==> src/hdl/morse_element_keyer_core_defines.svh <==
// ----------------------------------------------------------------------------
// Morse element keyer assertion macros
// Shared property macros for the keyer's checks, clocked on clk and
// disabled while rst is high.
// ----------------------------------------------------------------------------
`ifndef MORSE_ELEMENT_KEYER_CORE_DEFINES_SVH
`define MORSE_ELEMENT_KEYER_CORE_DEFINES_SVH

// Same-cycle implication: whenever cond holds, cons holds as well.
`define MEK_ASSERT_NOW(label, cond, cons, msg) \
  label: assert property (@(posedge clk) disable iff (rst) (cond) |-> (cons)) \
    else $error(msg);

// Next-cycle implication: whenever cond holds, cons holds in the following cycle.
`define MEK_ASSERT_NEXT(label, cond, cons, msg) \
  label: assert property (@(posedge clk) disable iff (rst) (cond) |=> (cons)) \
    else $error(msg);

`endif

==> src/hdl/mek_pkg.sv <==
// ----------------------------------------------------------------------------
// Morse element keyer package
// Payload types, controller interface structs, constants and the Morse
// pattern table shared by the keyer modules.
// ----------------------------------------------------------------------------
package mek_pkg;

  // Width of the longest key pattern in the table.
  localparam int PAT_W            = 19;
  localparam int DEF_MAX_ELEMENTS = 19;

  localparam logic [1:0] UNITS_ELEM   = 2'd1;
  localparam logic [1:0] UNITS_GAP    = 2'd3;
  localparam logic [3:0] HEX_NIB_MASK = 4'hF;

  // One input transaction.
  typedef struct packed {
    logic [7:0] char_code;
    logic       as_hex;
    logic       message_end;
  } item_t;

  // One result transaction.
  typedef struct packed {
    logic       key_on;
    logic [1:0] unit_count;
    logic       char_done;
    logic       last_result;
    logic       message_done;
  } result_t;

  // Commands from the controller to the datapath.
  typedef struct packed {
    logic capture;
    logic load_char;
    logic emit_elem;
    logic emit_gap;
  } mek_cmd_t;

  // Status from the datapath to the controller.
  typedef struct packed {
    logic pat_done;
    logic second_left;
  } mek_stat_t;

  // Maps a nibble to its ASCII hex digit, upper case letters.
  function automatic logic [7:0] hex_char(input logic [3:0] nib);
    logic [3:0] n;
    n = nib & HEX_NIB_MASK;
    if (n < 4'd10) begin
      hex_char = 8'h30 + {4'd0, n};
    end else begin
      hex_char = 8'h41 + {4'd0, n} - 8'd10;
    end
  endfunction

  // Morse key pattern of a character: dot 1, dash 111, space 0, LSB first.
  // Anything other than a digit or a letter gives an empty pattern.
  function automatic logic [PAT_W-1:0] pattern_of(input logic [7:0] c);
    logic [PAT_W-1:0] p;
    case (c)
      8'h30: p = 19'b1110111011101110111;
      8'h31: p = 19'h1DDDD;
      8'h32: p = 19'h07775;
      8'h33: p = 19'h01DD5;
      8'h34: p = 19'h00755;
      8'h35: p = 19'h00155;
      8'h36: p = 19'h00557;
      8'h37: p = 19'h01577;
      8'h38: p = 19'h05777;
      8'h39: p = 19'h17777;
      8'h41, 8'h61: p = 19'b11101;
      8'h42, 8'h62: p = 19'b101010111;
      8'h43, 8'h63: p = 19'h005D7;
      8'h44, 8'h64: p = 19'h00057;
      8'h45, 8'h65: p = 19'h00001;
      8'h46, 8'h66: p = 19'h00175;
      8'h47, 8'h67: p = 19'h00177;
      8'h48, 8'h68: p = 19'h00055;
      8'h49, 8'h69: p = 19'h00005;
      8'h4A, 8'h6A: p = 19'h01DDD;
      8'h4B, 8'h6B: p = 19'h001D7;
      8'h4C, 8'h6C: p = 19'h0015D;
      8'h4D, 8'h6D: p = 19'h00077;
      8'h4E, 8'h6E: p = 19'h00017;
      8'h4F, 8'h6F: p = 19'h00777;
      8'h50, 8'h70: p = 19'h005DD;
      8'h51, 8'h71: p = 19'h01D77;
      8'h52, 8'h72: p = 19'h0005D;
      8'h53, 8'h73: p = 19'h00015;
      8'h54, 8'h74: p = 19'b111;
      8'h55, 8'h75: p = 19'h00075;
      8'h56, 8'h76: p = 19'h001D5;
      8'h57, 8'h77: p = 19'h001DD;
      8'h58, 8'h78: p = 19'h00757;
      8'h59, 8'h79: p = 19'h01DD7;
      8'h5A, 8'h7A: p = 19'h00577;
      default:      p = '0;
    endcase
    pattern_of = p;
  endfunction

endpackage

==> src/hdl/morse_element_keyer_core.sv <==
// ----------------------------------------------------------------------------
// Morse element keyer
// Turns a character, or a byte sent as two hex digits, into Morse key
// elements followed by a three-unit gap per character.
// ----------------------------------------------------------------------------
// A transaction is taken when start is high and busy is low. It then emits
// at most one result per cycle on result, marked by strobe, with no way to
// stall: the receiver must take every strobed result. A character passes a
// load step, one step per key element and one gap step, and in hex mode both
// characters pass them in turn; busy stays high until the final gap is
// emitted. busy falls in the cycle the final result is shown, and the next
// transaction can be taken at the end of that cycle. The element count is set
// by the pattern shift register emptying or reaching MAX_ELEMENTS.

module morse_element_keyer_core #(
  parameter int MAX_ELEMENTS = mek_pkg::DEF_MAX_ELEMENTS
) (
  input  logic             clk,
  input  logic             rst,
  input  logic             start,
  input  mek_pkg::item_t   item,
  output logic             busy,
  output logic             strobe,
  output mek_pkg::result_t result
);
  import mek_pkg::*;

  mek_cmd_t  cmd;
  mek_stat_t stat;

  // Sequencer.
  mek_ctrl u_ctrl (
    .clk   (clk),
    .rst   (rst),
    .start (start),
    .stat  (stat),
    .cmd   (cmd),
    .busy  (busy)
  );

  // Pattern storage and result registers.
  mek_dp #(
    .MAX_ELEMENTS (MAX_ELEMENTS)
  ) u_dp (
    .clk    (clk),
    .rst    (rst),
    .item   (item),
    .cmd    (cmd),
    .stat   (stat),
    .strobe (strobe),
    .result (result)
  );

endmodule

==> src/hdl/mek_dp.sv <==
// ----------------------------------------------------------------------------
// Morse element keyer datapath
// Holds the captured item, the pattern shift register and the element
// counter, and registers each result with its strobe.
// ----------------------------------------------------------------------------
module mek_dp #(
  parameter int MAX_ELEMENTS = mek_pkg::DEF_MAX_ELEMENTS
) (
  input  logic              clk,
  input  logic              rst,
  input  mek_pkg::item_t    item,
  input  mek_pkg::mek_cmd_t cmd,
  output mek_pkg::mek_stat_t stat,
  output logic              strobe,
  output mek_pkg::result_t  result
);
  import mek_pkg::*;

  localparam int CNT_W = $clog2(MAX_ELEMENTS + 1);

  logic [7:0]              code;
  logic                    hex;
  logic                    end_flag;
  logic                    low_sel;
  logic [MAX_ELEMENTS-1:0] pat;
  logic [CNT_W-1:0]        cnt;
  logic [7:0]              cur_char;
  logic                    is_last;

  // Character for the current pass: the byte itself or one of its hex digits.
  always_comb begin
    if (hex) begin
      cur_char = low_sel ? hex_char(code[3:0]) : hex_char(code[7:4]);
    end else begin
      cur_char = code;
    end
  end

  assign stat.pat_done    = (pat == '0) || (cnt == CNT_W'(MAX_ELEMENTS));
  assign stat.second_left = hex && !low_sel;
  assign is_last          = !stat.second_left;

  // Item capture, pattern load and shifting.
  always_ff @(posedge clk) begin
    if (cmd.capture) begin
      code     <= item.char_code;
      hex      <= item.as_hex;
      end_flag <= item.message_end;
      low_sel  <= 1'b0;
    end
    if (cmd.load_char) begin
      pat <= MAX_ELEMENTS'(pattern_of(cur_char));
      cnt <= '0;
    end else if (cmd.emit_elem) begin
      pat <= pat >> 1;
      cnt <= cnt + CNT_W'(1);
    end
    if (cmd.emit_gap) begin
      low_sel <= 1'b1;
    end
  end

  // Result register; the strobe is the only part that needs reset.
  always_ff @(posedge clk) begin
    if (rst) begin
      strobe <= 1'b0;
    end else begin
      strobe <= cmd.emit_elem || cmd.emit_gap;
    end
  end

  always_ff @(posedge clk) begin
    if (cmd.emit_elem) begin
      result.key_on       <= pat[0];
      result.unit_count   <= UNITS_ELEM;
      result.char_done    <= 1'b0;
      result.last_result  <= 1'b0;
      result.message_done <= 1'b0;
    end else if (cmd.emit_gap) begin
      result.key_on       <= 1'b0;
      result.unit_count   <= UNITS_GAP;
      result.char_done    <= 1'b1;
      result.last_result  <= is_last;
      result.message_done <= is_last && end_flag;
    end
  end

endmodule

==> src/hdl/mek_ctrl.sv <==
// ----------------------------------------------------------------------------
// Morse element keyer controller
// Sequences capture, character load, element and gap emission for each
// input transaction.
// ----------------------------------------------------------------------------
`include "morse_element_keyer_core_defines.svh"

module mek_ctrl (
  input  logic               clk,
  input  logic               rst,
  input  logic               start,
  input  mek_pkg::mek_stat_t stat,
  output mek_pkg::mek_cmd_t  cmd,
  output logic               busy
);
  import mek_pkg::*;

  localparam logic [1:0] ST_IDLE = 2'd0;
  localparam logic [1:0] ST_LOAD = 2'd1;
  localparam logic [1:0] ST_SEND = 2'd2;

  logic [1:0] state;
  logic [1:0] state_next;

  assign busy = (state != ST_IDLE);

  // Next state and datapath commands.
  always_comb begin
    state_next = state;
    cmd        = '0;
    case (state)
      ST_IDLE: begin
        if (start) begin
          cmd.capture = 1'b1;
          state_next  = ST_LOAD;
        end
      end
      ST_LOAD: begin
        cmd.load_char = 1'b1;
        state_next    = ST_SEND;
      end
      ST_SEND: begin
        if (stat.pat_done) begin
          cmd.emit_gap = 1'b1;
          state_next   = stat.second_left ? ST_LOAD : ST_IDLE;
        end else begin
          cmd.emit_elem = 1'b1;
        end
      end
      default: begin
        state_next = ST_IDLE;
      end
    endcase
  end

  always_ff @(posedge clk) begin
    if (rst) begin
      state <= ST_IDLE;
    end else begin
      state <= state_next;
    end
  end

  // A cycle emits at most one result.
  `MEK_ASSERT_NOW(a_single_emit, cmd.emit_elem, !cmd.emit_gap, "element and gap together")
  // An accepted transaction is followed by a character load.
  `MEK_ASSERT_NEXT(a_start_loads, start && !busy, state == ST_LOAD, "no load after start")
  // The final gap returns the controller to idle.
  `MEK_ASSERT_NEXT(a_gap_idle, cmd.emit_gap && !stat.second_left, !busy, "busy after last gap")

endmodule

==> config.mk <==
export PLATFORM = sky130hd
export DESIGN_NAME = morse_element_keyer_core
export DESIGN_NICKNAME = d
export VERILOG_FILES = /design/src/hdl/mek_pkg.sv /design/src/hdl/morse_element_keyer_core.sv /design/src/hdl/mek_dp.sv /design/src/hdl/mek_ctrl.sv
export VERILOG_INCLUDE_DIRS = /design/src /design/src/hdl
export SDC_FILE = /design/constraint.sdc
export NUM_CORES = 1
export LEC_CHECK = 0
export BUFFER_PORTS_ARGS = -buffer_cell sky130_fd_sc_hd__buf_4
export CORE_MARGIN = 2
export CORE_UTILIZATION = 50
export DETAILED_ROUTE_END_ITERATION = 16
export PLACE_DENSITY = 0.71
export SLEW_MARGIN = 10
export SYNTH_ARGS = -nofsm -noshare
export SYNTH_HDL_FRONTEND = slang
export SYNTH_SLANG_ARGS = --single-unit
==> constraint.sdc <==
create_clock -name clk -period 2.5 [get_ports clk]
set_input_delay 0.625 -clock clk [delete_from_list [all_inputs] [get_ports clk]]
set_output_delay 0.625 -clock clk [all_outputs]
set_load 0.1 [all_outputs]
==> flow_summary_export.csv <==
group,metric,value,unit
flow_run,drv_cap,0,
floorplanning,start_util,51.1,%
setup_path,worstReg2RegStart,"u_dp.code[1]$_DFFE_PP_",
setup_path,crit_arrival,2.51,ns
setup_path,required,2.54,ns
logic_synthesis,ys_ff_latch,42,
layout,post-route-util,63.1,%
detailed_routing,wl_per_cell,17.2,um
timing,slew_headroom,66.0,%
timing,fin_skew,0.0105,ns
global_route,track_usage,23.5,%
power,combPwrFrac,38.9,%
logic_synthesis,yosysWarningCount,0,
power,clock_power_share,20.8,%
floorplanning,dieArea,0.00614,mm2
logic_synthesis,synth.distinct_cells,63,
timing,min_period_over_period,98.6,%
timing,setup_tns,0,ns
logic_synthesis,yosysTopAreaCellShare,32.6,%
floorplanning,io_pins,21,
setup_path,r2r-end,"u_dp.pat[8]$_DFFE_PP_",
worst_hold_path,whs_path_depth,2,
timing,max_freq,406,MHz
logic_synthesis,synth-simple-area-share,20.9,%
setup_path,crit_path_start,"u_dp.code[1]$_DFFE_PP_",
setup_path,path_cells,"inv_2 > ha_1 > a221oi_1 > a211o_2 > buf_4 > ha_1 > mux2_2 > o21ai_0 > o211ai_1",
global_route,gr-total-overflow,0,
setup_path,crit_path_end_kind,"flop",
placed_design,hpwl,5210,um
logic_synthesis,postSynthAreaPerCell,9.47,um2
clock_network,worstSkewPairLatency,0.30,ns
clock_network,cts_max_path_buffers,2,
detailed_routing,vias,2542,
detailed_routing,drc,0,
setup_path,cp.buffers_inverters,2,
logic_synthesis,ys_seq_area_share,41.3,%
layout,n_antenna_cell,0,
logic_synthesis,ys_top_cells_by_count,"38 x nand2_1, 30 x edfxtp_1, 16 x o21ai_0, 15 x inv_1, 14 x ha_1",
logic_synthesis,yosys.area.top_type,"edfxtp_1",
power,power_switching,886,uW
global_route,grt_pass1_vias,2299,
setup_path,criticalPathCategory,"flop to flop",
layout,drive_gt1_share,27.4,%
global_route,grt_pass1_wl,11300,um
placed_design,portBuffers,19,
logic_synthesis,syn-instance-count,292,
clock_network,numCtsBuffers,5,
setup_path,cp_top_family,"compound AO/OA/AOI/OAI gates",
clock_network,cts_tree,"built",
timing,finalWorstSetupSlack,0.0349,ns
logic_synthesis,synth_area_leaders,"edfxtp_1 33%, dfxtp_1 8.7%, ha_1 6.3%",
layout,area_growth,23.3,%
global_route,antenna_found_initial,0,
logic_synthesis,synthArstFlopShare,0,%
status,status,"completed",
timing,period_needed,2.47,ns
floorplanning,rows,27,
clock_network,cts_hold_repair.buffers,0,
logic_synthesis,synthAdderAreaFrac,6.34,%
logic_synthesis,synth_edf_count,30,
setup_path,r2r_cells,9,
logic_synthesis,synth_area,0.00276,mm2
setup_path,start_kind,"flop",
setup_path,path_common_cell,"ha_1",
logic_synthesis,synth_compound_gate_area_share,20.7,%
clock_network,cts-root-buf,"clkbuf_8",
timing,timing.hold.ws,0.472,ns
timing,setup_violations,0,
placed_design,post-place-ws,-0.0189,ns
setup_path,critPathMaxFanout,11,
power,power.density,681,mW/mm2
floorplanning,core,0.00541,mm2
worst_hold_path,hp-class,"flop to flop",
global_route,grt_max_degree,22,
power,seq_power_share,40.3,%
floorplanning,die-width,78.4,um
power,swShare,38.1,%
setup_path,r2r_slack,0.03,ns
logic_synthesis,synth_top_family_by_area,"simple AND/OR/NAND/NOR gates",
worst_hold_path,min_to,"u_dp.result[1]$_SDFFE_PP0P_",
power,p_leak,0.00141,uW
logic_synthesis,synth-main-ff-cell,"edfxtp_1",
layout,layout.nets,373,
setup_path,slowest_delay,0.41,ns
power,p_int,1440,uW
power,vdd_drop_max,0.000576,V
clock_network,htreeDepth,2,
worst_hold_path,holdCritStartpoint,"u_dp.result[1]$_SDFFE_PP0P_",
timing,worst_slew_pin_slew,0.508,ns
detailed_routing,drtPass1Iterations,6,
logic_synthesis,syn_nets,319,
floorplanning,dieHeight,78.4,um
timing,maxSlewViolCount,0,
placed_design,place_congestion,0.917,
logic_synthesis,yosysMostFrequentCell,"nand2_1",
logic_synthesis,synth-xor-area-share,1.27,%
clock_network,clkTransAtPathRegs,0.09,ns
setup_path,slowest_stage,"edfxtp_1",
clock_network,clkSinkCount,42,
detailed_routing,vias_per_cell,6.07,
detailed_routing,drt-total-wl,7200,um
logic_synthesis,synth_mux_area_share,4.12,%
timing,hold_viol,0,
detailed_routing,final_antenna_net_count,0,
detailed_routing,drtIter0Drc,245,
-- power groups by stage --
stage / Combinational [uW] / Sequential, uW / Clock (uW)
4_1_cts: 854 / 938 / 485
2_1_floorplan: 531 / 1010 / 0
3_5_place_dp: 849 / 953 / 0
6_report: 903 / 936 / 482
5_1_grt: 966 / 946 / 509
3_3_place_gp: 842 / 947 / 0
-- final cells by class --
type	count	area, um2
Sequential cell	42	1140
Inverter	16	62.6
Tap cell	72	90.1
Clock buffer	7	86.3
Fill cell	449	2000
Timing Repair Buffer	61	475
Clock inverter	1	8.76
Multi-Input combinational cell	220	1540
-- cells by family after synthesis --
family                   after synthesis
AND/OR/NAND/NOR                      112
AO/OA/AOI/OAI                         78
flip-flops                            42
buffers and inverters                 30
adder cells (fa/ha/maj)               14
multiplexers                          11
XOR/XNOR                               4
other                                  1
-- state kept, by name (all words and copies together) (netlist names) --
| register | flops |
|---|---|
| u_dp.low_sel | 1 |
| u_dp.pat | 19 |
| u_dp.end_flag | 1 |
| u_ctrl.state | 2 |
| u_dp.cnt | 5 |
| u_dp.result | 4 |
| u_dp.code | 8 |
| u_dp.strobe | 1 |
| u_dp.hex | 1 |
-- worst max path at each step --
stage	to	slack (ns)	cells past startpoint
2_1_floorplan	u_dp.pat[9]$_DFFE_PP_	0.02	12
3_3_place_gp	u_dp.pat[1]$_DFFE_PP_	-0.005	9
3_5_place_dp	u_dp.pat[6]$_DFFE_PP_	-0.02	9
4_1_cts	u_dp.pat[6]$_DFFE_PP_	0.001	9
5_1_grt	u_dp.pat[6]$_DFFE_PP_	-0.07	10
6_report	u_dp.pat[8]$_DFFE_PP_	0.03	9
-- worst register-to-register path, cell delays in order, from the launching register on --
cell and delay (ns):
edfxtp_1 0.41, inv_2 0.07, ha_1 0.28, a221oi_1 0.07
a211o_2 0.34, buf_4 0.19, ha_1 0.32, mux2_2 0.28
o21ai_0 0.15, o211ai_1 0.11
-- repair_timing --
action                                 in CTS  in global routing
setup endpoints to repair                   4                 14
endpoints found under the hold margin       0                  0
pin swaps                                   0                  5
gates cloned                                0                  0
gates resized for setup                     3                 19
setup buffers                               0                  7
-- placed cells by master, fill, tap and decap left out, types with 3 or more instances in the layout --
master	Yosys	routed
nor2b_1	6	6
a221o_1	3	3
nand4_1	5	5
nor2_1	13	13
edfxtp_1	30	30
ha_1	14	11
and3_1	4	3
and2_1	3	3
dfxtp_1	12	11
o211ai_1	5	5
a21oi_1	10	10
nand2_1	38	38
o21ai_1	1	4
o21ai_0	16	12
buf_4	3	59
a211oi_1	5	5
nand3_1	11	11
nand2b_1	6	5
inv_2	0	4
clkbuf_8	0	6
ha_2	0	3
nor3_1	9	9
a21o_1	4	4
nor4_1	5	4
mux2_2	3	3
inv_1	15	11
mux2i_1	8	8
-- through the flow --
step / power, uW / instances / area (um2)
floorplan: 1540 / 292 / 2780
global placement: 1790 / 404 / 3200
detailed placement: 1800 / 404 / 3200
CTS: 2280 / 412 / 3300
global route: 2420 / 419 / 3410
finish: 2320 / 419 / 3410
-- per-layer routing --
layer | global-route usage, % | vias to the layer above | part of all wire, %
met5 | 0 | - | 0
met4 | 6.84 | 0 | 2.4
met3 | 3.91 | 23 | 4.9
met2 | 39.6 | 111 | 50
met1 | 31.2 | 1203 | 43
li1 | - | 1205 | -
Note: power is estimated with default switching activity, not from simulation.
